$ cat src/sv/lgc_pkg.sv
// Shared constants, register codes and sizing functions for the linear gradient color core.
`timescale 1ns / 1ps
`default_nettype none

package lgc_pkg;

  // Default sizes
  localparam int COORD_BITS_DEF   = 16;
  localparam int CHANNEL_BITS_DEF = 8;
  localparam int COORD_USE_MAX    = 30;

  // Fraction bits of the gradient parameter t
  localparam int T_FRAC = 16;

  // Register index codes
  localparam int REG_IDX_W = 3;
  localparam logic [REG_IDX_W-1:0] REG_START_X     = 3'd0;
  localparam logic [REG_IDX_W-1:0] REG_START_Y     = 3'd1;
  localparam logic [REG_IDX_W-1:0] REG_END_X       = 3'd2;
  localparam logic [REG_IDX_W-1:0] REG_END_Y       = 3'd3;
  localparam logic [REG_IDX_W-1:0] REG_START_COLOR = 3'd4;
  localparam logic [REG_IDX_W-1:0] REG_END_COLOR   = 3'd5;

  // How t is formed at the end of the divider
  localparam int MODE_W = 2;
  localparam logic [MODE_W-1:0] T_MODE_DIV  = 2'd0;
  localparam logic [MODE_W-1:0] T_MODE_ZERO = 2'd1;
  localparam logic [MODE_W-1:0] T_MODE_ONE  = 2'd2;

  // Coordinate bits that take part in the math
  function automatic int coord_use(input int coord_bits);
    return (coord_bits > COORD_USE_MAX) ? COORD_USE_MAX : coord_bits;
  endfunction

  // Configuration data width: 64 once a color word no longer fits in 32 bits
  function automatic int cfg_data_w(input int channel_bits);
    return (4 * channel_bits > 32) ? 64 : 32;
  endfunction

  // Byte address width: register index plus the byte offset of one word
  function automatic int cfg_addr_w(input int channel_bits);
    return REG_IDX_W + ((cfg_data_w(channel_bits) == 64) ? 3 : 2);
  endfunction

endpackage

`default_nettype wire

$ cat src/sv/lgc_blend.sv
// Color blend: weight start and end channels by t, round, and hold the result.
`timescale 1ns / 1ps
`default_nettype none

module lgc_blend #(
  parameter int CHANNEL_BITS = lgc_pkg::CHANNEL_BITS_DEF
) (
  input  logic                          clk,
  input  logic                          rst_n,
  input  logic                          up_valid,
  output logic                          up_ready,
  input  logic [lgc_pkg::MODE_W-1:0]    up_mode,
  input  logic [lgc_pkg::T_FRAC-1:0]    up_q,
  input  logic [4*CHANNEL_BITS-1:0]     start_color,
  input  logic [4*CHANNEL_BITS-1:0]     end_color,
  output logic                          dn_valid,
  input  logic                          dn_ready,
  output logic [CHANNEL_BITS-1:0]       red,
  output logic [CHANNEL_BITS-1:0]       green,
  output logic [CHANNEL_BITS-1:0]       blue,
  output logic [CHANNEL_BITS-1:0]       alpha
);
  import lgc_pkg::*;

  localparam int TW    = T_FRAC + 1;
  localparam int PW    = CHANNEL_BITS + TW;
  localparam int SW    = PW + 1;
  localparam logic [TW-1:0] T_ONE_V = TW'(1) << T_FRAC;
  localparam logic [SW-1:0] HALF    = SW'(1) << (T_FRAC - 1);

  logic              va_r, vb_r;
  logic              en_a, en_b;
  logic [TW-1:0]     t, t_inv;
  logic [PW-1:0]     ps_r [4];
  logic [PW-1:0]     pe_r [4];
  logic [CHANNEL_BITS-1:0] ch_r [4];

  assign en_b     = !vb_r || dn_ready;
  assign en_a     = !va_r || en_b;
  assign up_ready = en_a;

  // Form t from the divider result
  always_comb begin
    unique case (up_mode)
      T_MODE_DIV:  t = {1'b0, up_q};
      T_MODE_ZERO: t = '0;
      T_MODE_ONE:  t = T_ONE_V;
      default:     t = '0;
    endcase
  end

  assign t_inv = T_ONE_V - t;

  always_ff @(posedge clk) begin
    if (!rst_n) begin
      va_r <= 1'b0;
      vb_r <= 1'b0;
    end else begin
      if (en_a) va_r <= up_valid;
      if (en_b) vb_r <= va_r;
    end
  end

  for (genvar k = 0; k < 4; k++) begin : g_chan
    logic [CHANNEL_BITS-1:0] s_ch, e_ch;
    logic [SW-1:0]           sum;

    // Red sits in the top channel
    assign s_ch = start_color[(3-k)*CHANNEL_BITS +: CHANNEL_BITS];
    assign e_ch = end_color[(3-k)*CHANNEL_BITS +: CHANNEL_BITS];

    // Stage A: weight both end colors
    always_ff @(posedge clk) begin
      if (en_a) begin
        ps_r[k] <= PW'(s_ch) * PW'(t_inv);
        pe_r[k] <= PW'(e_ch) * PW'(t);
      end
    end

    // Stage B: add, round half up, drop the fraction
    assign sum = SW'(ps_r[k]) + SW'(pe_r[k]) + HALF;

    always_ff @(posedge clk) begin
      if (en_b) begin
        ch_r[k] <= sum[T_FRAC +: CHANNEL_BITS];
      end
    end
  end

  assign dn_valid = vb_r;
  assign red      = ch_r[0];
  assign green    = ch_r[1];
  assign blue     = ch_r[2];
  assign alpha    = ch_r[3];

endmodule

`default_nettype wire

$ cat config.mk
export PLATFORM = sky130hd
export DESIGN_NAME = lgc_blend
export DESIGN_NICKNAME = d
export VERILOG_FILES = /design/src/sv/lgc_pkg.sv /design/src/sv/lgc_blend.sv
export SDC_FILE = /design/constraint.sdc
export NUM_CORES = 2
export LEC_CHECK = 0
export BUFFER_PORTS_ARGS = -buffer_cell sky130_fd_sc_hd__buf_2
export CORE_AREA = 5 5 376 304
export CTS_CLUSTER_DIAMETER = 120
export CTS_CLUSTER_SIZE = 12
export DETAILED_ROUTE_END_ITERATION = 8
export DIE_AREA = 0 0 381 309
export GPL_ROUTABILITY_DRIVEN = 0
export SETUP_SLACK_MARGIN = 0.3
export SYNTH_ARGS = -nofsm -noshare
export SYNTH_HDL_FRONTEND = slang
export SYNTH_SLANG_ARGS = --single-unit
$ cat constraint.sdc
create_clock -name clk -period 7.7 [get_ports clk]
set_input_delay 0.77 -clock clk [delete_from_list [all_inputs] [get_ports clk]]
set_output_delay 0.77 -clock clk [all_outputs]
set_load 0.03 [all_outputs]
==> results.cfg <==
[floorplanning]
pin_count = 120
placementRows = 109
dieHeight_um = 309
core_um2 = 110000
initial_core_util = 0.397
design.die.area_um2 = 118000
chipWidth_um = 381

[worst_hold_path]
hold_path_end = dn_valid
worstHoldPathCells = 2
min_from = rst_n
holdCritPathClass = input port to flop

[final_layout]
area_growth_pct = 6.81
drive_above_1_share = 0.0604
nNetsFinal = 5841
final_common_cell = inv_1
final_cell_mix = inv_1 (742), fa_1 (712), ha_1 (517), and2_1 (448), nand2_1 (428)
fillers = 10747

[worst_setup_path]
slowest_stage = xnor2_2
r2r-end = ch_r[3][7]
worstPathRequired_ns = 8.01
cp_slowest_stage_delay_ns = 0.90
end_kind = flop
worstPathArrival_ns = 7.32
worst_r2r_path_depth = 11
cp_max_fo = 32
startpoint_type = input port
crit_type = input port to flop
rr_startpoint = ps_r[3][5]
regToRegSetupSlack_ns = 4.48
path_common_cell = fa_1

[status]
status = finished, final reports clean

[timing]
fmax_mhz = 143
finClkSkew_ns = 0.0196
finalHoldViolations = 0
rsz0062_at_grt = false
relSlewSlack = 0.0823
period_share = 0.910
whs_ns = 0.434
finalCriticalPeriod_ns = 7.01
fin_setup_tns_ns = 0
tightest_slew_ns = 1.37
setup_slack_ns = 0.689
finalSetupViolations = 0
drv_slew = 0

[cts]
cts_hold_buf = 0
clockBufferDepth = 3
clkSinkCount = 226
root_buffer = clkbuf_16
cts_buffers = 25
insertion_delay_ns = 0.57
h-tree-depth = 1
cts.clk_slew.worst_paths_ns = 0.06
tritoncts = yes

[yosys]
syn_area_per_cell_um2 = 9.65
synth_cell_type_count = 81
syn_area_um2 = 43600
syn_nets = 5836
ys_ff_latch = 226
ys_async_sr_fraction = 0
synth_edf_count = 224
ys.flop_type = edfxtp_1
synth-seq-area-share = 0.155
ys_warn_count = 0
syn-instance-count = 4521

[global_route]
grt.overflow.total = 0
track_usage = 0.200
antenna_found_initial = 12
grt_pass1_wl_um = 186000
first_global_vias = 32198
grt_max_degree = 134

[power]
max-vdd-ir-drop_mv = 0.440
p_per_area_nw_per_um2 = 325
p_leak_uw = 0.0227

[drt]
wirelength_um = 115000
avgViaCountPerCell = 5.17
via_count = 30938
drtPass1Iterations = 5
wire_per_inst_um = 19.2
drt-initial-drc-count = 2268
antenna_left = 0
drc = 0

[placement]
port_buffers = 119
dpl.hpwl_um = 90800
post-place-ws_ns = 0.108

[flow_run]
drv_cap = 0
cell usage after synthesis (14+ instances only):
cell      instances  area (µm²)
edfxtp_1        224        6730
nor2b_1          60         375
and2_1          448        2800
fa_1            712       14300
o21ai_0          61         305
nand2_1         429        1610
nand3_1          29         145
nand2b_1         28         175
a211oi_1         22         165
xnor2_1         176        1540
o21a_1           37         278
nor3_1           37         185
clkbuf_1        184         691
buf_1            14        52.6
a21oi_1         126         631
a21o_1           45         338
nor2_1          126         473
ha_1            517        6470
inv_1           743        2790
and3_1          277        1730
xor2_1           37         324
state kept, by name (all words and copies together), names as in the netlist:
register and flops:
ch_r 32, dn_valid 1, pe_r 96, ps_r 96, va_r 1
final cells by class:
class | count | area (µm²) | share of cell area
inverter | 743 | 2790 | 0.0599
multi-input combinational | 3338 | 33400 | 0.716
antenna | 2 | 5.00 | 0.000107
clock buffer | 32 | 652 | 0.0140
clock inverter | 5 | 45.0 | 0.000967
tap | 1443 | 1810 | 0.0387
sequential | 226 | 6770 | 0.145
timing repair buffer | 192 | 1170 | 0.0251
stage by stage:
stage,utilization,area (µm²),power [µW],cells
2_1_floorplan,-,43600,11000,4521
3_3_place_gp,0.417,45900,14000,5942
3_5_place_dp,0.417,45900,14100,5942
4_1_cts,0.424,46600,15300,5979
5_1_grt,0.424,46600,16900,5980
6_report,0.424,46600,15200,5981
report_power, final:
group	switching, µW	leakage (µW)	internal [µW]
Sequential	228	0.00247	2430
Combinational	6600	0.0199	4770
Clock	523	0.000341	597
Total	7350	0.0227	7800
layer usage:
metal | wire length, µm | share of wire | GRT usage
met1 | 54700 | 0.48 | 0.296
met2 | 51100 | 0.44 | 0.317
met3 | 6900 | 0.060 | 0.0248
met4 | 2430 | 0.021 | 0.0397
met5 | 0 | 0 | 0
what timing repair did:
action	4_1_cts	5_1_grt
resized for setup	0	1
endpoints found under the setup margin	0	1
buffers inserted	0	0
worst max path at each step:
stage	from	slack, ns	depth (start not counted)	to
2_1_floorplan	up_mode[0]	1.01	29	ps_r[1][22]
3_3_place_gp	up_mode[0]	0.17	27	ps_r[2][22]
3_5_place_dp	up_mode[0]	0.11	27	ps_r[2][22]
4_1_cts	up_mode[0]	0.69	27	ps_r[2][22]
5_1_grt	up_mode[0]	0.35	27	ps_r[2][22]
6_report	up_mode[0]	0.69	27	ps_r[2][22]
kinds of logic after synthesis:
logic type,after synthesis,share of synthesized area
AOI/OAI and AO/OA,407,0.0629
xor gates and xnor gates,213,0.0428
and+or+nand+nor,1486,0.180
DFF,226,0.155
muxes,3,0.000717
buffers and inverters,957,0.0831
adders and majority gates,1229,0.475
worst max-delay path, delay by kind of cell:
| family | cells | cell delay, ns |
|---|---|---|
| AO/OA/AOI/OAI | 4 | 0.94 |
| AND/OR/NAND/NOR | 11 | 1.71 |
| buffers and inverters | 5 | 0.62 |
| XOR/XNOR | 2 | 0.98 |
| adder cells (fa/ha/maj) | 5 | 2.28 |
No activity file was read; power rests on OpenSTA's default activity.
