<file path="src/sv/lgc_pkg.sv">
// Shared constants, register codes and sizing functions for the linear gradient color core.
`timescale 1ns / 1ps
`default_nettype none

package lgc_pkg;

  // Default sizes
  localparam int COORD_BITS_DEF   = 16;
  localparam int CHANNEL_BITS_DEF = 8;
  localparam int COORD_USE_MAX    = 30;

  // Fraction bits of the gradient parameter t
  localparam int T_FRAC = 16;

  // Register index codes
  localparam int REG_IDX_W = 3;
  localparam logic [REG_IDX_W-1:0] REG_START_X     = 3'd0;
  localparam logic [REG_IDX_W-1:0] REG_START_Y     = 3'd1;
  localparam logic [REG_IDX_W-1:0] REG_END_X       = 3'd2;
  localparam logic [REG_IDX_W-1:0] REG_END_Y       = 3'd3;
  localparam logic [REG_IDX_W-1:0] REG_START_COLOR = 3'd4;
  localparam logic [REG_IDX_W-1:0] REG_END_COLOR   = 3'd5;

  // How t is formed at the end of the divider
  localparam int MODE_W = 2;
  localparam logic [MODE_W-1:0] T_MODE_DIV  = 2'd0;
  localparam logic [MODE_W-1:0] T_MODE_ZERO = 2'd1;
  localparam logic [MODE_W-1:0] T_MODE_ONE  = 2'd2;

  // Coordinate bits that take part in the math
  function automatic int coord_use(input int coord_bits);
    return (coord_bits > COORD_USE_MAX) ? COORD_USE_MAX : coord_bits;
  endfunction

  // Configuration data width: 64 once a color word no longer fits in 32 bits
  function automatic int cfg_data_w(input int channel_bits);
    return (4 * channel_bits > 32) ? 64 : 32;
  endfunction

  // Byte address width: register index plus the byte offset of one word
  function automatic int cfg_addr_w(input int channel_bits);
    return REG_IDX_W + ((cfg_data_w(channel_bits) == 64) ? 3 : 2);
  endfunction

endpackage

`default_nettype wire

</file>
<file path="src/sv/lgc_proj.sv">
// Projection front end: differences, products, dot products and the t-case split.
`timescale 1ns / 1ps
`default_nettype none

module lgc_proj #(
  parameter int COORD_BITS = lgc_pkg::COORD_BITS_DEF
) (
  input  logic                                          clk,
  input  logic                                          rst_n,
  input  logic                                          up_valid,
  output logic                                          up_ready,
  input  logic [COORD_BITS-1:0]                         pos_x,
  input  logic [COORD_BITS-1:0]                         pos_y,
  input  logic [COORD_BITS-1:0]                         start_x,
  input  logic [COORD_BITS-1:0]                         start_y,
  input  logic [COORD_BITS-1:0]                         end_x,
  input  logic [COORD_BITS-1:0]                         end_y,
  output logic                                          dn_valid,
  input  logic                                          dn_ready,
  output logic [lgc_pkg::MODE_W-1:0]                    dn_mode,
  output logic [2*lgc_pkg::coord_use(COORD_BITS)+1:0]   dn_rem,
  output logic [2*lgc_pkg::coord_use(COORD_BITS)+1:0]   dn_den
);
  import lgc_pkg::*;

  localparam int CU     = coord_use(COORD_BITS);
  localparam int DIFF_W = CU + 1;
  localparam int PROD_W = 2 * DIFF_W;
  localparam int DEN_W  = PROD_W;
  localparam int NUM_W  = PROD_W + 1;

  logic v0_r, v1_r, v2_r, v3_r;
  logic en0, en1, en2, en3;

  logic signed [DIFF_W-1:0] px, py, sx, sy, ex, ey;
  logic signed [DIFF_W-1:0] rx_r, ry_r, dx_r, dy_r;
  logic signed [PROD_W-1:0] prx_r, pry_r, pdx_r, pdy_r;
  logic signed [NUM_W-1:0]  num_r;
  logic [DEN_W-1:0]         den_r;
  logic [MODE_W-1:0]        mode_r, mode_nxt;
  logic [DEN_W-1:0]         rem_r, den3_r;

  // Bubble-collapsing stall chain
  assign en3      = !v3_r || dn_ready;
  assign en2      = !v2_r || en3;
  assign en1      = !v1_r || en2;
  assign en0      = !v0_r || en1;
  assign up_ready = en0;

  // Sign-extend the coordinate bits that take part
  assign px = DIFF_W'($signed(pos_x[CU-1:0]));
  assign py = DIFF_W'($signed(pos_y[CU-1:0]));
  assign sx = DIFF_W'($signed(start_x[CU-1:0]));
  assign sy = DIFF_W'($signed(start_y[CU-1:0]));
  assign ex = DIFF_W'($signed(end_x[CU-1:0]));
  assign ey = DIFF_W'($signed(end_y[CU-1:0]));

  // Valid bits travel with the data
  always_ff @(posedge clk) begin
    if (!rst_n) begin
      v0_r <= 1'b0;
      v1_r <= 1'b0;
      v2_r <= 1'b0;
      v3_r <= 1'b0;
    end else begin
      if (en0) v0_r <= up_valid;
      if (en1) v1_r <= v0_r;
      if (en2) v2_r <= v1_r;
      if (en3) v3_r <= v2_r;
    end
  end

  // Stage 0: offsets from the start point and the gradient direction
  always_ff @(posedge clk) begin
    if (en0) begin
      rx_r <= px - sx;
      ry_r <= py - sy;
      dx_r <= ex - sx;
      dy_r <= ey - sy;
    end
  end

  // Stage 1: the four products
  always_ff @(posedge clk) begin
    if (en1) begin
      prx_r <= PROD_W'(rx_r) * PROD_W'(dx_r);
      pry_r <= PROD_W'(ry_r) * PROD_W'(dy_r);
      pdx_r <= PROD_W'(dx_r) * PROD_W'(dx_r);
      pdy_r <= PROD_W'(dy_r) * PROD_W'(dy_r);
    end
  end

  // Stage 2: dot product and squared length
  always_ff @(posedge clk) begin
    if (en2) begin
      num_r <= NUM_W'(prx_r) + NUM_W'(pry_r);
      den_r <= $unsigned(pdx_r) + $unsigned(pdy_r);
    end
  end

  // Stage 3: clamp before the start, past the end, or divide
  always_comb begin
    priority if (den_r == '0 || num_r[NUM_W-1] || num_r == '0) begin
      mode_nxt = T_MODE_ZERO;
    end else if (num_r >= $signed({1'b0, den_r})) begin
      mode_nxt = T_MODE_ONE;
    end else begin
      mode_nxt = T_MODE_DIV;
    end
  end

  always_ff @(posedge clk) begin
    if (en3) begin
      mode_r <= mode_nxt;
      rem_r  <= num_r[DEN_W-1:0];
      den3_r <= den_r;
    end
  end

  assign dn_valid = v3_r;
  assign dn_mode  = mode_r;
  assign dn_rem   = rem_r;
  assign dn_den   = den3_r;

endmodule

`default_nettype wire

</file>
<file path="config.mk">
export PLATFORM = sky130hd
export DESIGN_NAME = lgc_proj
export DESIGN_NICKNAME = d
export VERILOG_FILES = /design/src/sv/lgc_pkg.sv /design/src/sv/lgc_proj.sv
export SDC_FILE = /design/constraint.sdc
export NUM_CORES = 2
export LEC_CHECK = 0
export ABC_AREA = 1
export BUFFER_PORTS_ARGS = -buffer_cell sky130_fd_sc_hd__clkbuf_2
export CORE_AREA = 2 2 315 317
export DETAILED_ROUTE_END_ITERATION = 10
export DIE_AREA = 0 0 317 319
export PLACE_DENSITY = 0.8
export RECOVER_POWER = 25
export SYNTH_ARGS = -nofsm -noshare
export SYNTH_HDL_FRONTEND = slang
export SYNTH_SLANG_ARGS = --single-unit
export TNS_END_PERCENT = 10
</file>
<file path="constraint.sdc">
create_clock -name clk -period 8.8 [get_ports clk]
set_input_delay 1.76 -clock clk [delete_from_list [all_inputs] [get_ports clk]]
set_output_delay 1.76 -clock clk [all_outputs]
set_load 0.05 [all_outputs]
</file>
==> qor.yml <==
core-area_um2: 97700
synth_top_family_by_area: "adder cells"
place_congestion: 0.9813
num_vias: 47800
r2r_cells: 21
viasPerCell: 5.436
crit_slowest_cell: "clkbuf_1"
drv_cap: 3
min_period_over_period: 0.8523
h-tree-depth: 2
rsz0062_at_grt: "false"
drt_iter0_markers: 3761
postSynthAreaPerCell_um2: 8.480
yosysWarningCount: 0
routedWlPerCell_um: 18.22
firstDrtPassIters: 9
dieWidth_um: 317
cts-root-buf: "clkbuf_16"
area_growth_pct: 5.346
cts_tree: "yes"
io_pins: 172
worstSetupStartpointType: "input port"
crit_chain: "clkbuf_2, nor2_1, clkinv_1, clkbuf_1, nor2_1, inv_2, nor2_1, nand2_4, clkbuf_2"
holdPathStages: 0
ys_seq_area_frac: 0.1639
clock_sinks: 345
finalWirelength_um: 160200
syn_nets: 9174
slowest_delay_ps: 2610
synthAdderAreaFrac: 0.4622
antenna_found_initial: 2
cts_resized: 0
grt_pass1_vias: 51320
worst_pin_slew_ps: 3719
grt_pass1_wl_um: 263600
port_buffers: 171
post-route-min-period_ps: 7500
synthMostInstantiatedCell: "inv_1"
synthTopCellsByCount: "inv_1 (2074), nand2_1 (1611), fa_1 (1128)"
cp_max_fo: 72
post_cts_buffers: 0
synth_compound_area_frac: 0.05288
hold_slack_ps: 447.0
cp.required_ps: 7040
crit_cells: 9
path_delay_family: "buffers and inverters"
clk_path_buf_depth: 3
drive_gt1_frac: 0.04996
hp-class: "reg -> reg"
finalHoldViolCount: 0
synth_cell_types: 49
endpoint_kind: "output port"
rows: 115
nNetsFinal: 9222
skew_ps: 36.60
cp.arrival_ps: 5740
ys_ff_latch: 345
tns_ps: 0
max-slew-margin-rel: -1.479
setup_viol: 0
path_class: "in -> out"
status: "complete, but fails checks"
clock.fmax_mhz: 133.3
synth_area_leaders: "fa_1 (36%), edfxtp_1 (16%), inv_1 (12%)"
synth_xor_area_frac: 0.03295
synth-async-reset-ratio: 0
postCtsHoldBufs: 0
synth_top_area_frac: 0.3587
final_util: 0.6789
clkSlewWorstSetupHoldPaths_ps: 60
nFillCells: 7911
yosys.area_share.simple: 0.1513
cp_common_cell: "nor2_1"
clk_latency_ps: 650
final.setup.worst_slack_ps: 1300
syn_area_um2: 62960
grt_max_degree: 135
finalMaxSlewViolations: 147
synthesis.instances: 7425
synth_area_leader_cell: "fa_1"
ys.flop_type: "edfxtp_1"
cts_made_buffers: 44
drc_errors: 1
synth-edff-count: 341
grt_overflow: 0
antenna_left: 0
die_h_um: 319
dpl_worst_slack_ps: 2123
synth.area.mux_share: 0
failed_checks: "design-rule violations, max-capacitance violations, max-slew violations"
dieArea_um2: 101100
hpwl_um: 136100
cp_num_buf_inv: 5
diodes: 0
start_util: 0.6444
gr-usage-all-layers: 0.3331
## logic make-up (layout without fill, tap and decap cells)
kind of cell	count (synthesis)	after routing
AO/OA/AOI/OAI	572	572
AND/OR/NAND/NOR	2330	2330
adder cells (fa/ha/maj)	1649	1649
buffers and inverters	2293	2374
XOR/XNOR	236	236
flip-flops	345	345
## metrics by stage
stage	cell area (µm²)	cells
6_report	66330	8793
5_1_grt	66330	8793
4_1_cts	66410	8793
3_5_place_dp	64970	8714
3_3_place_gp	64970	8714
2_1_floorplan	62960	7425
## layer usage
metal / up-vias / routed length, µm / GRT usage
met5: - / 27 / 0
met4: 4 / 6860 / 0.1289
met3: 372 / 11470 / 0.04558
met2: 1810 / 76930 / 0.5553
met1: 23500 / 64900 / 0.4430
li1: 22110 / - / -
## area by class of cell
type / count / area [µm²] / area share
multi-input cells: 4787 / 43970 / 0.6629
flip-flops and latches: 345 / 10320 / 0.1556
inverters: 2082 / 7818 / 0.1179
well taps: 1287 / 1610 / 0.02428
repair buffers: 213 / 1171 / 0.01766
clock buffers: 50 / 1124 / 0.01694
clock inverters: 29 / 316.6 / 0.004773
## registers in the layout, indices dropped and copies added (netlist names), 2 cells and up
signal   flops
dn_rem      34
den_r       34
dy_r        17
dn_mode      2
pdy_r       33
dn_den      34
rx_r        17
dx_r        17
pdx_r       33
ry_r        17
num_r       35
prx_r       34
pry_r       34
## path summary, 6_finish.rpt
path	slack (ps)	startpoint	end
worst min-delay path	450	den_r[12]	dn_den[12]
worst max register to register	1410	dx_r[0]	prx_r[29]
worst max-delay path	1300	dn_ready	up_ready
worst min register to register	450	den_r[12]	dn_den[12]
## placed cells by master (no fill, tap or decap), types with 5 or more instances in the layout
cell type     n
inv_1      2071
nand2_1    1618
fa_1       1128
ha_1        521
edfxtp_1    341
nor2_1      337
a21oi_1     274
xor2_1      175
nand3_1     174
clkbuf_2    170
o21ai_0     107
nand4_1      66
xnor2_1      60
o21bai_1     48
clkbuf_16    44
nor3_1       43
buf_4        38
a21o_1       35
o21ai_1      28
or2_2        23
o21ai_2      17
nor2_2       14
a21boi_0     13
o21a_1       13
a31oi_1      10
nor4_1       10
clkbuf_1     10
clkinv_1      9
nand2_2       9
nand3b_1      9
inv_2         7
nand3_2       7
and3_1        7
nor3_2        6
a31o_2        5
a21boi_1      5
o31ai_1       5
clkinv_2      5
## worst reg2reg max path, delay by kind of cell, from the launching register on
| kind | cells | cell delay [ps] |
|---|---|---|
| flip-flops | 1 | 340 |
| buffers and inverters | 7 | 2250 |
| adder cells (fa/ha/maj) | 6 | 3280 |
| AND/OR/NAND/NOR | 8 | 1220 |
Power is left out: the tool's default activity adds up to more than one toggle a clock period on the data nets, which glitch-free logic cannot reach.
