===== src/sv/lgc_pkg.sv =====
// Shared constants, register codes and sizing functions for the linear gradient color core.
`timescale 1ns / 1ps
`default_nettype none

package lgc_pkg;

  // Default sizes
  localparam int COORD_BITS_DEF   = 16;
  localparam int CHANNEL_BITS_DEF = 8;
  localparam int COORD_USE_MAX    = 30;

  // Fraction bits of the gradient parameter t
  localparam int T_FRAC = 16;

  // Register index codes
  localparam int REG_IDX_W = 3;
  localparam logic [REG_IDX_W-1:0] REG_START_X     = 3'd0;
  localparam logic [REG_IDX_W-1:0] REG_START_Y     = 3'd1;
  localparam logic [REG_IDX_W-1:0] REG_END_X       = 3'd2;
  localparam logic [REG_IDX_W-1:0] REG_END_Y       = 3'd3;
  localparam logic [REG_IDX_W-1:0] REG_START_COLOR = 3'd4;
  localparam logic [REG_IDX_W-1:0] REG_END_COLOR   = 3'd5;

  // How t is formed at the end of the divider
  localparam int MODE_W = 2;
  localparam logic [MODE_W-1:0] T_MODE_DIV  = 2'd0;
  localparam logic [MODE_W-1:0] T_MODE_ZERO = 2'd1;
  localparam logic [MODE_W-1:0] T_MODE_ONE  = 2'd2;

  // Coordinate bits that take part in the math
  function automatic int coord_use(input int coord_bits);
    return (coord_bits > COORD_USE_MAX) ? COORD_USE_MAX : coord_bits;
  endfunction

  // Configuration data width: 64 once a color word no longer fits in 32 bits
  function automatic int cfg_data_w(input int channel_bits);
    return (4 * channel_bits > 32) ? 64 : 32;
  endfunction

  // Byte address width: register index plus the byte offset of one word
  function automatic int cfg_addr_w(input int channel_bits);
    return REG_IDX_W + ((cfg_data_w(channel_bits) == 64) ? 3 : 2);
  endfunction

endpackage

`default_nettype wire


===== src/sv/lgc_div.sv =====
// Pipelined restoring divider: one quotient bit of t per stage.
`timescale 1ns / 1ps
`default_nettype none

module lgc_div #(
  parameter int COORD_BITS = lgc_pkg::COORD_BITS_DEF
) (
  input  logic                                          clk,
  input  logic                                          rst_n,
  input  logic                                          up_valid,
  output logic                                          up_ready,
  input  logic [lgc_pkg::MODE_W-1:0]                    up_mode,
  input  logic [2*lgc_pkg::coord_use(COORD_BITS)+1:0]   up_rem,
  input  logic [2*lgc_pkg::coord_use(COORD_BITS)+1:0]   up_den,
  output logic                                          dn_valid,
  input  logic                                          dn_ready,
  output logic [lgc_pkg::MODE_W-1:0]                    dn_mode,
  output logic [lgc_pkg::T_FRAC-1:0]                    dn_q
);
  import lgc_pkg::*;

  localparam int DEN_W = 2 * coord_use(COORD_BITS) + 2;

  logic [T_FRAC-1:0] v_r;
  logic [T_FRAC:0]   en;
  logic [MODE_W-1:0] mode_r [T_FRAC];
  logic [T_FRAC-1:0] q_r    [T_FRAC];
  logic [DEN_W-1:0]  rem_r  [T_FRAC-1];
  logic [DEN_W-1:0]  den_r  [T_FRAC-1];

  assign en[T_FRAC] = dn_ready;
  assign up_ready   = en[0];

  for (genvar i = 0; i < T_FRAC; i++) begin : g_stage
    logic              src_v;
    logic [MODE_W-1:0] src_mode;
    logic [T_FRAC-1:0] src_q;
    logic [DEN_W-1:0]  src_rem, src_den;
    logic [DEN_W:0]    sh, dif;
    logic              ge;

    // Take the previous stage, or the request for the first one
    if (i == 0) begin : g_first
      assign src_v    = up_valid;
      assign src_mode = up_mode;
      assign src_q    = '0;
      assign src_rem  = up_rem;
      assign src_den  = up_den;
    end else begin : g_next
      assign src_v    = v_r[i-1];
      assign src_mode = mode_r[i-1];
      assign src_q    = q_r[i-1];
      assign src_rem  = rem_r[i-1];
      assign src_den  = den_r[i-1];
    end

    assign en[i] = !v_r[i] || en[i+1];

    // Shift the remainder, subtract the divisor where it fits
    assign sh  = {src_rem, 1'b0};
    assign dif = sh - {1'b0, src_den};
    assign ge  = sh >= {1'b0, src_den};

    always_ff @(posedge clk) begin
      if (!rst_n) begin
        v_r[i] <= 1'b0;
      end else if (en[i]) begin
        v_r[i] <= src_v;
      end
    end

    always_ff @(posedge clk) begin
      if (en[i]) begin
        mode_r[i] <= src_mode;
        q_r[i]    <= {src_q[T_FRAC-2:0], ge};
      end
    end

    // The last stage needs only the quotient bit
    if (i < T_FRAC - 1) begin : g_carry
      always_ff @(posedge clk) begin
        if (en[i]) begin
          rem_r[i] <= ge ? dif[DEN_W-1:0] : sh[DEN_W-1:0];
          den_r[i] <= src_den;
        end
      end
    end
  end

  assign dn_valid = v_r[T_FRAC-1];
  assign dn_mode  = mode_r[T_FRAC-1];
  assign dn_q     = q_r[T_FRAC-1];

endmodule

`default_nettype wire


===== config.mk =====
export PLATFORM = sky130hd
export DESIGN_NAME = lgc_div
export DESIGN_NICKNAME = d
export VERILOG_FILES = /design/src/sv/lgc_pkg.sv /design/src/sv/lgc_div.sv
export SDC_FILE = /design/constraint.sdc
export NUM_CORES = 2
export LEC_CHECK = 0
export BUFFER_PORTS_ARGS = -buffer_cell sky130_fd_sc_hd__buf_2
export CORE_ASPECT_RATIO = 1.5
export CORE_MARGIN = 2
export CORE_UTILIZATION = 49
export CTS_CLUSTER_SIZE = 14
export DETAILED_ROUTE_END_ITERATION = 6
export PLACE_DENSITY_LB_ADDON = 0.2
export SLEW_MARGIN = 20
export SYNTH_ARGS = -nofsm -noshare
export SYNTH_HDL_FRONTEND = slang
export SYNTH_SLANG_ARGS = --single-unit

===== constraint.sdc =====
create_clock -name clk -period 8.1 [get_ports clk]
set_clock_uncertainty 0.1 [all_clocks]
set_input_delay 1.62 -clock clk [delete_from_list [all_inputs] [get_ports clk]]
set_output_delay 1.62 -clock clk [all_outputs]
set_load 0.02 [all_outputs]

==> results.py <==
metrics = {
    "global_routing": {
        "overflow": 0,
        "grt_pass1_wl_um": 247000,
        "grt_pass1_vias": 49000,
        "antenna_found_initial": 5,
        "grt_usage": 0.217,
        "grt_max_degree": 83,
    },
    "timing": {
        "min_period_ns": 6.72,
        "worst_pin_slew_ns": 1.06,
        "slew_headroom": 0.285,
        "finalMaxSlewViolations": 0,
        "timing.final.crit_share": 0.829,
        "whs_ns": 0.304,
        "grt_setup_unrepaired": "no",
        "fmax_ghz": 0.149,
        "tns_ns": 0,
        "hold_viol": 0,
        "finalSetupViolations": 0,
    },
    "cts": {
        "clk_latency_ns": 0.76,
        "numCtsBuffers": 117,
        "tritoncts": "built",
        "cts_hold_buf": 0,
        "clockBufferDepth": 3,
        "path_clk_slew_ns": 0.06,
        "h-tree-depth": 3,
        "cts_setup_buffers": 0,
        "cts-root-buf": "clkbuf_16",
        "postCtsResizedCells": 0,
        "clkSinkCount": 1204,
    },
    "yosys": {
        "synth-xor-area-share": 0.0556,
        "synthAdderAreaFrac": 0.102,
        "synth_area_leader_cell": "edfxtp_1",
        "syn_area_per_cell_um2": 11.1,
        "yosys_warnings": 0,
        "synthTopCellsByArea": "edfxtp_1 (51%), ha_1 (9.8%), a21oi_1 (3.9%)",
        "synth-simple-area-share": 0.0931,
        "async_flop_share": 0,
        "synth-edff-count": 1188,
        "yosysUniqueCellTypes": 104,
        "synth_ff_type": "edfxtp_1",
        "synth-seq-area-share": 0.517,
        "synthMuxAreaShare": 0.0290,
        "syn_nets": 6920,
        "synth_area_mm2": 0.0697,
        "synth_top_area_frac": 0.512,
        "synth_cells": 6288,
        "ys_ff_latch": 1204,
        "synth_top_family_by_area": "compound AO/OA/AOI/OAI gates",
        "synth_compound_gate_area_share": 0.157,
    },
    "cells_and_area": {
        "post_layout_nonfiller_instances": 8379,
        "final_nets": 7024,
        "area.growth.synth_to_final_pct": 9.01,
        "final_area_mm2": 0.0759,
        "fillers": 12300,
        "drive_above_1_share": 0.0817,
    },
    "run": {
        "max_cap_viol_count": 0,
    },
    "floorplan": {
        "rows": 169,
        "dieArea_mm2": 0.145,
        "start_util": 0.493,
        "die_w_um": 312,
        "io_pins": 94,
        "die_h_um": 466,
        "core_mm2": 0.141,
    },
    "routing": {
        "wl_met3_um": 3380,
        "routedWlPerCell_um": 18.9,
        "num_vias": 46200,
        "drt-initial-drc-count": 2093,
        "wl_met1_um": 45200,
        "drt-pass1-iter-count": 5,
        "routed_wl_um": 158000,
        "wl_met2_um": 96900,
        "drc": 0,
        "ant_nets": 0,
        "topRoutingLayerUsed": "met4",
        "via_per_inst": 5.52,
    },
    "placed_design": {
        "place.gp.congestion": 0.970,
        "dp_cells": 8154,
        "hpwl_um": 128000,
        "postPlaceCellArea_mm2": 0.0722,
        "io_buffers": 93,
    },
    "power": {
        "p_per_area_mw_per_mm2": 402,
        "power.total_mw": 30.5,
        "power.leakage_nw": 32.4,
        "peakVddDrop_mv": 0.214,
    },
    "hold_path": {
        "hp-start": "q_r[1][76]",
        "holdPathStages": 0,
        "worstHoldEndpoint": "q_r[1][93]",
        "min_path_type": "reg2reg",
    },
    "worst_setup_path": {
        "cp-start-kind": "input pin",
        "reg2reg_slack_ns": 3.05,
        "arrival_ns": 5.00,
        "r2r-start": "den_r[0][35]",
        "r2r_cells": 13,
        "path_max_fanout": 5,
        "r2r_end": "rem_r[0][78]",
        "required_ns": 6.38,
        "criticalPathCategory": "in2out",
        "end_kind": "output pin",
    },
    "status": {
        "status": "complete, no violations",
    },
}
## Yosys cell counts, drive strengths merged (8+ instances only)
library cell and n:
a221oi 22, a31o 14, a21boi 19, o21a 74, a221o 9, a211o 9
clkbuf 78, a2111oi 9, or2 12, nand2 428, o21ai 411, edfxtp 1188
or3 16, and3 50, inv 694, and2 30, a21oi 544, o31ai 30
nand4 84, nor2b 96, o221ai 10, nand2b 82, mux2 161, xor2 179
and4 9, a211oi 41, nor2 330, a311oi 13, nand3 86, ha 543
a41oi 12, buf 67, a21o 305, a31oi 62, o211ai 18, nand3b 15
xnor2 263, nor3 70, fa 15, o22ai 8, o21bai 74, nor4 14
dfxtp 16
## power breakdown
group / leakage [nW] / switching [mW] / internal, mW
Combinational: 18.0 / 8.37 / 6.35
Sequential: 12.6 / 0.927 / 9.57
Clock: 1.78 / 2.38 / 2.92
Total: 32.4 / 11.7 / 18.8
## critical path, cell delays in order
cell        delay (ns)
buf_2             0.11
nor2b_1           0.19
and2_1            0.39
clkinvlp_4        0.16
nor2_1            0.23
and2_1            0.30
and3_1            0.37
and3_1            0.36
and3_1            0.26
and2_1            0.29
and3_1            0.35
nand2_4           0.15
buf_2             0.20
## cell usage in the layout, fill, tap and decap left out, types with 93 or more instances in the layout
cell       synthesis  final
nor2b_1           96     96
inv_1            694    686
nand2_1          428    422
nor2_1           330    329
a21oi_1          540    539
xor2_1           179    179
clkbuf_16          0    117
ha_1             543    543
xnor2_1          263    263
o21ai_0          390    390
a21o_1           304    303
buf_2             41     93
edfxtp_1        1188   1188
mux2_2           113    113
## layer usage
layer  vias up  global-route usage
met5         -                   0
met4         0               0.161
met1     21900               0.157
met2       788               0.484
met3       495              0.0204
li1      23100                   -
## flip-flops by register name, indices dropped and copies added (netlist names)
name           flops
q_r              136
dn_valid           1
den_r            510
g_stage.src_v     15
mode_r            32
rem_r            510
## through the flow
stage | utilization | worst slack (ns)
2_1_floorplan | - | 0.305
3_3_place_gp | 0.511 | 1.36
3_5_place_dp | 0.511 | 1.36
4_1_cts | 0.537 | 1.32
5_1_grt | 0.538 | 1.01
6_report | 0.538 | 1.38
## cell type report
class / instances / area (um^2) / share of cell area
clock inverter: 61 / 583 / 0.00768
tap: 1881 / 2350 / 0.0310
clock buffer: 154 / 3100 / 0.0408
inverter: 694 / 2610 / 0.0343
timing repair buffer: 130 / 756 / 0.00995
sequential: 1204 / 36000 / 0.474
antenna: 10 / 25.0 / 0.000329
multi-input combinational: 4245 / 30500 / 0.402
## how the worst max path moves through the flow
stage / startpoint / end / slack (ns) / cells after the start
2_1_floorplan: dn_ready / up_ready / 0.30 / 11
3_3_place_gp: dn_ready / up_ready / 1.36 / 13
3_5_place_dp: dn_ready / up_ready / 1.36 / 13
4_1_cts: dn_ready / up_ready / 1.32 / 13
5_1_grt: dn_ready / up_ready / 1.01 / 13
6_report: dn_ready / up_ready / 1.38 / 13
## cell families after synthesis
family | Yosys count
DFF | 1204
muxes | 168
xor gates and xnor gates | 442
AOI/OAI and AO/OA | 1729
buffers and inverters | 839
adders and majority gates | 558
and+or+nand+nor | 1348
Note: power is estimated with default switching activity, not from simulation.
