<file path="config.mk">
export PLATFORM = sky130hd
export DESIGN_NAME = lgc_regs
export DESIGN_NICKNAME = d
export VERILOG_FILES = /design/src/sv/lgc_pkg.sv /design/src/sv/lgc_regs.sv
export SDC_FILE = /design/constraint.sdc
export NUM_CORES = 1
export LEC_CHECK = 0
export ABC_AREA = 1
export BUFFER_PORTS_ARGS = -buffer_cell sky130_fd_sc_hd__buf_2
export CORE_MARGIN = 2
export CORE_UTILIZATION = 55
export DETAILED_ROUTE_END_ITERATION = 8
export GPL_TIMING_DRIVEN = 1
export PLACE_DENSITY = 0.84
export RECOVER_POWER = 25
export SLEW_MARGIN = 20
export SYNTH_ARGS = -nofsm -noshare
export SYNTH_HDL_FRONTEND = slang
export SYNTH_SLANG_ARGS = --single-unit
</file>
<file path="constraint.sdc">
create_clock -name clk -period 2.2 [get_ports clk]
set_clock_uncertainty 0.15 [all_clocks]
set_input_delay 0.22 -clock clk [delete_from_list [all_inputs] [get_ports clk]]
set_output_delay 0.22 -clock clk [all_outputs]
set_load 0.01 [all_outputs]
</file>
<file path="src/sv/lgc_pkg.sv">
// Shared constants, register codes and sizing functions for the linear gradient color core.
`timescale 1ns / 1ps
`default_nettype none

package lgc_pkg;

  // Default sizes
  localparam int COORD_BITS_DEF   = 16;
  localparam int CHANNEL_BITS_DEF = 8;
  localparam int COORD_USE_MAX    = 30;

  // Fraction bits of the gradient parameter t
  localparam int T_FRAC = 16;

  // Register index codes
  localparam int REG_IDX_W = 3;
  localparam logic [REG_IDX_W-1:0] REG_START_X     = 3'd0;
  localparam logic [REG_IDX_W-1:0] REG_START_Y     = 3'd1;
  localparam logic [REG_IDX_W-1:0] REG_END_X       = 3'd2;
  localparam logic [REG_IDX_W-1:0] REG_END_Y       = 3'd3;
  localparam logic [REG_IDX_W-1:0] REG_START_COLOR = 3'd4;
  localparam logic [REG_IDX_W-1:0] REG_END_COLOR   = 3'd5;

  // How t is formed at the end of the divider
  localparam int MODE_W = 2;
  localparam logic [MODE_W-1:0] T_MODE_DIV  = 2'd0;
  localparam logic [MODE_W-1:0] T_MODE_ZERO = 2'd1;
  localparam logic [MODE_W-1:0] T_MODE_ONE  = 2'd2;

  // Coordinate bits that take part in the math
  function automatic int coord_use(input int coord_bits);
    return (coord_bits > COORD_USE_MAX) ? COORD_USE_MAX : coord_bits;
  endfunction

  // Configuration data width: 64 once a color word no longer fits in 32 bits
  function automatic int cfg_data_w(input int channel_bits);
    return (4 * channel_bits > 32) ? 64 : 32;
  endfunction

  // Byte address width: register index plus the byte offset of one word
  function automatic int cfg_addr_w(input int channel_bits);
    return REG_IDX_W + ((cfg_data_w(channel_bits) == 64) ? 3 : 2);
  endfunction

endpackage

`default_nettype wire

</file>
<file path="src/sv/lgc_regs.sv">
// APB-style configuration registers: gradient end points and colors.
`timescale 1ns / 1ps
`default_nettype none

module lgc_regs #(
  parameter int COORD_BITS   = lgc_pkg::COORD_BITS_DEF,
  parameter int CHANNEL_BITS = lgc_pkg::CHANNEL_BITS_DEF
) (
  input  logic                                          clk,
  input  logic                                          rst_n,
  input  logic                                          psel,
  input  logic                                          penable,
  input  logic                                          pwrite,
  input  logic [lgc_pkg::cfg_addr_w(CHANNEL_BITS)-1:0]  paddr,
  input  logic [lgc_pkg::cfg_data_w(CHANNEL_BITS)-1:0]  pwdata,
  output logic [lgc_pkg::cfg_data_w(CHANNEL_BITS)-1:0]  prdata,
  output logic                                          pready,
  output logic [COORD_BITS-1:0]                         start_x,
  output logic [COORD_BITS-1:0]                         start_y,
  output logic [COORD_BITS-1:0]                         end_x,
  output logic [COORD_BITS-1:0]                         end_y,
  output logic [4*CHANNEL_BITS-1:0]                     start_color,
  output logic [4*CHANNEL_BITS-1:0]                     end_color
);
  import lgc_pkg::*;

  localparam int DW    = cfg_data_w(CHANNEL_BITS);
  localparam int AW    = cfg_addr_w(CHANNEL_BITS);
  localparam int COL_W = 4 * CHANNEL_BITS;

  logic [COORD_BITS-1:0] start_x_r, start_y_r, end_x_r, end_y_r;
  logic [COL_W-1:0]      start_color_r, end_color_r;
  logic [REG_IDX_W-1:0]  idx;
  logic                  wr_en;

  assign idx    = paddr[AW-1:AW-REG_IDX_W];
  assign wr_en  = psel && penable && pwrite;
  assign pready = 1'b1;

  // Write the addressed register; drop writes beyond the list
  always_ff @(posedge clk) begin
    if (!rst_n) begin
      start_x_r     <= '0;
      start_y_r     <= '0;
      end_x_r       <= '0;
      end_y_r       <= '0;
      start_color_r <= '0;
      end_color_r   <= '0;
    end else if (wr_en) begin
      unique case (idx)
        REG_START_X:     start_x_r     <= pwdata[COORD_BITS-1:0];
        REG_START_Y:     start_y_r     <= pwdata[COORD_BITS-1:0];
        REG_END_X:       end_x_r       <= pwdata[COORD_BITS-1:0];
        REG_END_Y:       end_y_r       <= pwdata[COORD_BITS-1:0];
        REG_START_COLOR: start_color_r <= pwdata[COL_W-1:0];
        REG_END_COLOR:   end_color_r   <= pwdata[COL_W-1:0];
        default: ;
      endcase
    end
  end

  // Read back the addressed register
  always_comb begin
    unique case (idx)
      REG_START_X:     prdata = DW'(start_x_r);
      REG_START_Y:     prdata = DW'(start_y_r);
      REG_END_X:       prdata = DW'(end_x_r);
      REG_END_Y:       prdata = DW'(end_y_r);
      REG_START_COLOR: prdata = DW'(start_color_r);
      REG_END_COLOR:   prdata = DW'(end_color_r);
      default:         prdata = '0;
    endcase
  end

  assign start_x     = start_x_r;
  assign start_y     = start_y_r;
  assign end_x       = end_x_r;
  assign end_y       = end_y_r;
  assign start_color = start_color_r;
  assign end_color   = end_color_r;

endmodule

`default_nettype wire

</file>
==> reports/results.txt, run 1 <==
Synth top area share -> 0.4100
# rows -> 38
post_cts resized -> 0
worst skew pair latency -> 0.41 ns
Via density -> 5.368
area of the die -> 12,230 um^2
Die Y -> 110.6 um
Post-DRT Antenna Nets -> 0
RSZ-0062 raised after global routing -> no
drt first pass iters -> 5
sequential fraction of the synthesis area -> 0.4100
TritonCTS Buffers -> 17
worst r2r src -> start_x[12]
CP Max Fanout -> 25
relative slew slack -> 0.2599
VDD IR max -> 0.8021 mV
worst-margin pin slew -> 1.110 ns
Power Dens Cells -> 694.5 nW/um^2
area leader, netlist -> dfxtp_1
Tcrit/Tclk final -> 0.9024
critical path type -> in2out
Warnings, synthesis -> 0
Hold Vio Cnt, Final -> 0
Buffers on Ports -> 199
Starting DRT DRC Count -> 656
critical path required time -> 1.83 ns
Leak -> 0.004056 uW
R2R Setup Slk -> 1.37 ns
CTS H-tree depth -> 4
reg2reg path depth -> 2
Finished Core Util -> 0.7329
Worst Setup End Kind -> primary output
Starting Density -> 0.5690
termination of the worst setup path -> prdata[2]
Final nets -> 1,232
final non-filler cell total -> 1,341
Post-Syn Area -> 6250 um^2
post-synth cell types -> 18
Clk pin slew, worst setup/hold paths -> 0.05 ns
Slew Limit Fails -> 0
DPL Wire Length -> 14.00 mm
DRT Wirelength -> 20.88 mm
Layout fillers -> 924
die width -> 110.6 um
# IOs -> 203
initial antenna violation count -> 0
MaxCap Viol Count -> 0
vias in the first global route -> 6,439
CTS sink cnt -> 128
CTS Root Cell -> clkbuf_16
largest net degree at the start of global routing -> 49
layout cell share with drive strength beyond 1 -> 0.2090
Setup crit start kind -> primary input
Synth top cells by count -> nor2_1 (285), nand2_1 (263), dfxtp_1 (128)
Final setup viols -> 0
#FFs+latches synth -> 128
ys async rst share -> 0
GR Overflow Total -> 0
via count -> 7,198
hold buffers post-CTS -> 16
outcome -> complete, no violations
Core ar. -> 10,980 um^2
count leader, synth -> nor2_1
GRT Overall Usage -> 0.3349
EDFF count, synth -> 0
hold crit path type -> in2reg
syn_nets -> 1,040
WP data arrival -> 1.62 ns
critical path launch point -> paddr[2]
DRC viols -> 0
setup TNS -> 0 ns
Synth area leaders -> dfxtp_1 (41%), nor2_1 (17%), nand2_1 (16%)
global-route wire length before repair -> 32.66 mm
DR WL/cell -> 15.57 um
fin crit period -> 1.985 ns
top achievable clock speed -> 503.7 MHz
Synth Instances -> 998
setup bufs post-CTS -> 0
CTS tree -> yes
Area Overhead vs Synth -> 28.79%
Crit Reg-Reg Endpoint -> start_x[12]
Diodes inserted -> 0
CTS Buffer Depth -> 2
syn_area_per_cell -> 6.262 um^2
Placed Cells -> 1,295
ys flop type -> dfxtp_1
GPL Wtd Cong -> 0.9293
[power by group]
group | internal, uW | leakage [uW] | total, uW | switching [uW]
registers | 2350 | 0.00103 | 2380 | 25.6
clock network | 1730 | 0.000282 | 2720 | 988
logic | 164 | 0.00274 | 493 | 329
[flip-flops by register name (all words and copies together) (netlist names)]
register	count
end_y	16
end_color	32
end_x	16
start_x	16
start_y	16
start_color	32
[worst max-delay path, cell delays in order]
cell and delay [ns]:
buf_2 0.25, nor2_1 0.11, buf_4 0.25, nand3_1 0.12, nand2_1 0.07, nor2_1 0.30, nand2_1 0.12, buf_2 0.16
[worst min-delay path by stage]
stage | startpoint | endpoint | cells after the start | slack, ns
after floorplan | pwdata[31] | end_color[31] | 4 | 0.28
after global placement | end_y[1] | end_y[1] | 2 | 0.33
after detailed placement | end_color[15] | end_color[15] | 2 | 0.34
after CTS | pwdata[14] | end_color[14] | 5 | 0.09
after global routing | pwdata[12] | end_y[12] | 5 | 0.11
final | pwdata[15] | end_y[15] | 5 | 0.09
[logic make-up (layout without fill, tap and decap cells)]
family | after synthesis | count (layout) | synth area share
simple gates | 705 | 705 | 0.4735
buf+inv | 138 | 341 | 0.09510
flops | 128 | 128 | 0.4100
compound gates | 26 | 26 | 0.02082
other cells | 1 | 1 | 0.0006000
[area by class of cell]
cell class | count | area, um^2 | share of cell area
tap | 140 | 175.2 | 0.02176
clock buffer | 23 | 478.0 | 0.05938
clock inverter | 7 | 85.08 | 0.01057
sequential | 128 | 2562 | 0.3184
multi-input combinational | 732 | 3090 | 0.3840
inverter | 68 | 255.2 | 0.03171
timing repair buffer | 243 | 1403 | 0.1743
[placed cells by master (no fill, tap or decap), drive strengths merged, types with 2 or more instances in the layout]
| cell type | Yosys | routed |
|---|---|---|
| dlygate4sd3 | 0 | 16 |
| nand4 | 33 | 33 |
| bufinv | 0 | 2 |
| o21ai | 16 | 16 |
| a21oi | 10 | 10 |
| buf | 40 | 208 |
| inv | 68 | 68 |
| nand3 | 116 | 116 |
| nor2 | 293 | 293 |
| nand2 | 263 | 263 |
| clkinv | 0 | 5 |
| dfxtp | 128 | 128 |
| clkbuf | 30 | 42 |
[through the flow]
stage	hold slack, ns	instance area (um^2)	setup slack, ns	power (uW)
detailed placement	0.3386	7392	0.3411	2888
finish	0.09346	8049	0.2147	5590
floorplan	0.2834	6250	0.7344	2712
global route	0.1134	8049	0.1135	5751
CTS	0.08501	8115	0.3250	5596
global placement	0.3300	7392	0.3623	2881
[routing by layer]
metal | GRT usage | up-vias | share of wire | wire length, um
met5 | 0 | - | 0 | 0
met4 | 0.1617 | 0 | 0.040 | 828
met3 | 0.08946 | 71 | 0.095 | 1973
met2 | 0.5333 | 372 | 0.47 | 9791
met1 | 0.4211 | 3275 | 0.40 | 8284
li1 | - | 3480 | - | -
No activity file was read; power rests on OpenSTA's default activity.
==> inputs of run 2 (changes only) <==
--- a/config.mk
+++ b/config.mk
@@ -8,10 +8,10 @@
 export ABC_AREA = 1
 export BUFFER_PORTS_ARGS = -buffer_cell sky130_fd_sc_hd__buf_2
 export CORE_MARGIN = 2
-export CORE_UTILIZATION = 55
+export CORE_UTILIZATION = 51
 export DETAILED_ROUTE_END_ITERATION = 8
 export GPL_TIMING_DRIVEN = 1
-export PLACE_DENSITY = 0.84
+export PLACE_DENSITY = 0.78
 export RECOVER_POWER = 25
 export SLEW_MARGIN = 20
 export SYNTH_ARGS = -nofsm -noshare
==> constraint.sdc (replaced) <==
create_clock -name clk -period 2.1 [get_ports clk]
set_clock_uncertainty 0.15 [all_clocks]
set_input_delay 0.21 -clock clk [delete_from_list [all_inputs] [get_ports clk]]
set_output_delay 0.21 -clock clk [all_outputs]
set_load 0.01 [all_outputs]
==> reports/results.txt, run 2 (synthesis results as in run 1) <==
Final nets -> 1,230 (-0.16%)
CTS Buffer Depth -> 2 (unchanged)
Leak -> 0.003923 uW (-3.3%)
hold crit path type -> in2reg
CTS sink cnt -> 128 (unchanged)
Tcrit/Tclk final -> 0.9716
CTS H-tree depth -> 4 (unchanged)
reg2reg path depth -> 2 (unchanged)
DRC viols -> 0 (unchanged)
Starting Density -> 0.5203 (-0.04872)
top achievable clock speed -> 490.1 MHz
relative slew slack -> 0.4078 (+0.1480)
largest net degree at the start of global routing -> 52 (+6.1%)
Core ar. -> 12,010 um^2 (+9.4%)
worst r2r src -> end_x[9]
Hold Startpoint -> pwdata[15]
TritonCTS Buffers -> 17 (unchanged)
Clk pin slew, worst setup/hold paths -> 0.05 ns (about the same)
setup bufs post-CTS -> 0 (unchanged)
fin crit period -> 2.040 ns
via count -> 7,027 (-2.4%)
Layout fillers -> 1,134 (+23%)
critical path required time -> 1.74 ns (-0.09 ns)
drt first pass iters -> 8 (+3)
Starting DRT DRC Count -> 669 (+2.0%)
Die Y -> 114.7 um (+3.7%)
DPL Wire Length -> 13.99 mm (about the same)
Post-DRT Antenna Nets -> 0 (unchanged)
GRT Overall Usage -> 0.3205 (-0.01442)
worst skew pair latency -> 0.42 ns (about the same)
# IOs -> 203 (unchanged)
# rows -> 40 (+5.3%)
global-route wire length before repair -> 32.31 mm (-1.1%)
Final setup viols -> 0 (unchanged)
worst hold path depth -> 5 (unchanged)
Tot Pwr -> 5811 uW (+4.0%)
Diodes inserted -> 0 (unchanged)
initial antenna violation count -> 0 (unchanged)
CTS tree -> yes
die width -> 114.7 um (+3.7%)
RSZ-0062 raised after global routing -> yes
Buffers on Ports -> 199 (unchanged)
outcome -> complete, no violations
R2R Setup Slk -> 1.30 ns (-0.07 ns)
MaxCap Viol Count -> 0 (unchanged)
Hold EP -> end_color[15]
Slew Limit Fails -> 0 (unchanged)
Area Overhead vs Synth -> 28.35%
vias in the first global route -> 6,176 (-4.1%)
GPL Wtd Cong -> 0.9311 (+0.19%)
Worst Setup End Kind -> primary output
critical path type -> in2out
Via density -> 5.217 (-2.8%)
Setup crit start kind -> primary input
Crit Reg-Reg Endpoint -> end_x[9]
layout cell share with drive strength beyond 1 -> 0.1850 (-0.02399)
commonest non-fill, non-tap cell in the layout -> nor2_1
area of the die -> 13,160 um^2 (+7.6%)
critical path launch point -> paddr[3]
DRT Wirelength -> 20.72 mm (-0.73%)
CTS Root Cell -> clkbuf_16
setup TNS -> 0 ns (unchanged)
worst-margin pin slew -> 0.8850 ns (-0.2252 ns)
Hold Vio Cnt, Final -> 0 (unchanged)
GR Overflow Total -> 0 (unchanged)
VDD IR max -> 0.4379 mV (-45%)
CP Max Fanout -> 48 (+92%)
post_cts resized -> 0 (unchanged)
DR WL/cell -> 15.39 um (-1.2%)
WP data arrival -> 1.68 ns (+0.06 ns)
Power Dens Cells -> 724.5 nW/um^2 (+4.3%)
most frequent cells in the layout -> nor2_1 (285), nand2_1 (263), buf_2 (152)
-- run 2: cell types whose count changed in the layout (fill, tap and decap cells not counted), sizes merged --
cell,before,now
bufinv,2,1
clkbuf,42,71
buf,208,179
-- run 2: power breakdown --
| part | switching [uW] | internal [uW] |
|---|---|---|
| clock | 1040 | 1770 |
| sequential | 27.3 | 2460 |
| combinational | 342 | 171 |
-- run 2: metrics by stage --
stage / std cells / util / cell area [um^2] / hold slack (ns) / worst slack [ns]
detailed placement: 1300 / 0.6139 / 7373 / 0.3390 / 0.1556
finish: 1347 / 0.6678 / 8021 / 0.09829 / 0.05961
CTS: 1347 / 0.6739 / 8094 / 0.08403 / 0.1685
global route: 1347 / 0.6678 / 8021 / 0.1212 / -0.05462
global placement: 1300 / 0.6139 / 7373 / 0.3360 / 0.2085
floorplan: 998 / - / 6250 / 0.2734 / 0.6544
-- run 2: area by class of cell --
cell class,count,area [um^2],share of cell area
Multi-Input combinational cell,732,3088,0.3850
Sequential cell,128,2562,0.3195
Timing Repair Buffer,241,1371,0.1710
Clock buffer,25,505.5,0.06302
Inverter,68,255.2,0.03182
Tap cell,147,183.9,0.02293
Clock inverter,6,55.05,0.006863
-- run 2: worst max-delay path by stage --
| stage | endpoint | slack [ns] |
|---|---|---|
| 6_report | prdata[20] | 0.06 |
| 5_1_grt | prdata[20] | -0.05 |
| 4_1_cts | prdata[17] | 0.17 |
| 2_1_floorplan | prdata[0] | 0.65 |
| 3_5_place_dp | prdata[20] | 0.16 |
| 3_3_place_gp | prdata[23] | 0.21 |
-- run 2: repair_timing --
item | in CTS | in global routing
endpoints found under the setup margin | 0 | 3
hold endpoints to repair | 31 | 0
hold buffers | 16 | 0
-- run 2: layer usage --
| layer | part of all wire | track usage | up-vias |
|---|---|---|---|
| li1 | - | - | 3476 |
| met5 | 0 | 0 | - |
| met2 | 0.46 | 0.5116 | 335 |
| met1 | 0.40 | 0.4017 | 3166 |
| met4 | 0.030 | 0.1205 | 0 |
| met3 | 0.10 | 0.1117 | 50 |
-- run 2: critical path, stage by stage --
cell     delay, ns
buf_2         0.17
inv_2         0.30
nand2_1       0.19
nor2_4        0.14
buf_12        0.23
nand2_1       0.11
o21ai_0       0.12
buf_2         0.18
==> inputs of run 3 (changes only) <==
--- a/config.mk
+++ b/config.mk
@@ -6,12 +6,12 @@
 export NUM_CORES = 1
 export LEC_CHECK = 0
 export ABC_AREA = 1
-export BUFFER_PORTS_ARGS = -buffer_cell sky130_fd_sc_hd__buf_2
 export CORE_MARGIN = 2
-export CORE_UTILIZATION = 51
+export CORE_UTILIZATION = 60
 export DETAILED_ROUTE_END_ITERATION = 8
+export DONT_BUFFER_PORTS = 1
 export GPL_TIMING_DRIVEN = 1
-export PLACE_DENSITY = 0.78
+export PLACE_DENSITY = 0.86
 export RECOVER_POWER = 25
 export SLEW_MARGIN = 20
 export SYNTH_ARGS = -nofsm -noshare
==> reports/results.txt, run 3 (synthesis results as in run 1) <==
Power Dens Cells -> 781.4 nW/um^2 (+7.8%)
via count -> 7,129 (+1.5%)
commonest non-fill, non-tap cell in the layout -> nor2_1
layout cell share with drive strength beyond 1 -> 0.07130 (-0.1137)
# rows -> 37 (-7.5%)
GRT Overall Usage -> 0.4013 (+0.08081)
critical path required time -> 2.35 ns (+0.61 ns)
DPL Wire Length -> 12.66 mm (-9.6%)
DR WL/cell -> 18.67 um (+21%)
DRT Wirelength -> 22.70 mm (+9.5%)
Diodes inserted -> 0 (unchanged)
WP data arrival -> 2.34 ns (+0.66 ns)
Placement Setup Slack -> 0.3978 ns (+0.2422 ns)
vias in the first global route -> 6,591 (+6.7%)
Starting DRT DRC Count -> 1,015 (+52%)
MaxCap Viol Count -> 0 (unchanged)
TritonCTS Buffers -> 17 (unchanged)
critical path type -> in2reg
GR Overflow Total -> 0 (unchanged)
CTS tree -> yes
GPL Wtd Cong -> 0.8850 (-5.0%)
Tot Pwr -> 6233 uW (+7.3%)
CTS Root Cell -> clkbuf_8
Final setup viols -> 0 (unchanged)
VDD IR max -> 0.6009 mV (+37%)
fin crit period -> 2.088 ns (+0.04742 ns)
Via density -> 5.863 (+12%)
CP Max Fanout -> 6 (-88%)
Clk pin slew, worst setup/hold paths -> 0.06 ns (about the same)
outcome -> complete, but fails checks
Tcrit/Tclk final -> 0.9942 (+0.02258)
CTS sink cnt -> 128 (unchanged)
CTS Buffer Depth -> 2 (unchanged)
Hold Vio Cnt, Final -> 3 (+3)
Hold Slack -> -0.02685 ns (-0.1251 ns)
worst-margin pin slew -> 1.150 ns (+0.2652 ns)
global-route wire length before repair -> 34.72 mm (+7.5%)
top achievable clock speed -> 479.0 MHz (-2.3%)
relative slew slack -> 0.2324 (-0.1754)
Leak -> 0.003477 uW (-11%)
CTS H-tree depth -> 4 (unchanged)
Die Y -> 106.1 um (-7.5%)
initial antenna violation count -> 0 (unchanged)
Area Overhead vs Synth -> 27.65%
Worst Setup End Kind -> flip-flop
failing checks -> negative hold slack
hold crit path type -> in2reg
Buffers on Ports -> 0 (-100%)
worst skew pair latency -> 0.52 ns (+0.10 ns)
DRC viols -> 0 (unchanged)
drt first pass iters -> 8 (unchanged)
Final nets -> 1,109 (-9.8%)
Core ar. -> 10,230 um^2 (-15%)
RSZ-0062 raised after global routing -> no
area of the die -> 11,250 um^2 (-14%)
largest net degree at the start of global routing -> 97 (+87%)
# IOs -> 203 (unchanged)
setup TNS -> 0 ns (unchanged)
Final WS setup -> 0.01220 ns (-0.04742 ns)
Slew Limit Fails -> 0 (unchanged)
most frequent cells in the layout -> nor2_1 (283), nand2_1 (263), dfxtp_1 (128)
Setup crit start kind -> primary input
Post-DRT Antenna Nets -> 0 (unchanged)
Starting Density -> 0.6109 (+0.09055)
die width -> 106.1 um (-7.5%)
-- run 3: changes by cell type in the layout (fill, tap and decap cells not counted), moves of 4 or more --
cell / delta
bufinv_16: +4
buf_4: -10
clkbuf_1: -49
dlygate4sd3_1: +85
buf_2: -152
buf_12: -4
inv_1: -9
inv_2: +6
-- run 3: routing by layer --
| metal | track usage | wire, um | vias to the layer above |
|---|---|---|---|
| met5 | 0 | 0 | - |
| met1 | 0.4520 | 7574 | 3214 |
| met2 | 0.6230 | 10400 | 534 |
| met4 | 0.2453 | 1354 | 0 |
| met3 | 0.1796 | 3367 | 142 |
| li1 | - | - | 3239 |
-- run 3: path summary, 6_finish.rpt --
| path | from | slack (ns) | depth (start not counted) | end |
|---|---|---|---|---|
| max | pwdata[12] | 0.01 | 7 | end_x[12] |
| min | paddr[2] | -0.03 | 5 | end_x[4] |
| max reg2reg | start_y[1] | 0.69 | 3 | start_y[1] |
| min reg2reg | end_color[27] | 0.39 | 2 | end_color[27] |
-- run 3: what timing repair did --
action	4_1_cts	5_1_grt
setup buffers	0	2
resized for setup	0	20
hold endpoints to repair	128	0
hold buffers	104	0
setup endpoints to repair	0	15
-- run 3: cell type report --
| type | instances | area [um^2] |
|---|---|---|
| clock inverters | 14 | 212.7 |
| flip-flops and latches | 128 | 2562 |
| inverters | 68 | 267.8 |
| repair buffers | 120 | 1224 |
| well taps | 136 | 170.2 |
| clock buffers | 18 | 427.9 |
| multi-input cells | 732 | 3113 |
| fillers | 713 | 2253 |
-- run 3: through the flow --
step           hold slack (ns)  utilization  area, um^2  cells
3_3_place_gp            0.1931       0.6080        6221   1078
6_report              -0.02685       0.7797        7978   1216
5_1_grt               0.006851       0.7797        7978   1216
3_5_place_dp            0.1927       0.6080        6221   1078
2_1_floorplan           0.2734            -        6250    998
4_1_cts               0.001431       0.7741        7920   1214
-- run 3: power by group --
group	total (uW)	internal [uW]	switching, uW
Sequential	2510	2460	49.7
Clock	3220	2080	1140
Combinational	505	202	303
Total	6230	4740	1490
-- run 3: worst max-delay path, stage by stage --
cell and delay [ns]:
dlygate4sd3_1 0.54, inv_1 0.25, nand3_1 0.13, nand2_1 0.07
dlygate4sd3_1 0.54, nor2_1 0.04, dlygate4sd3_1 0.56
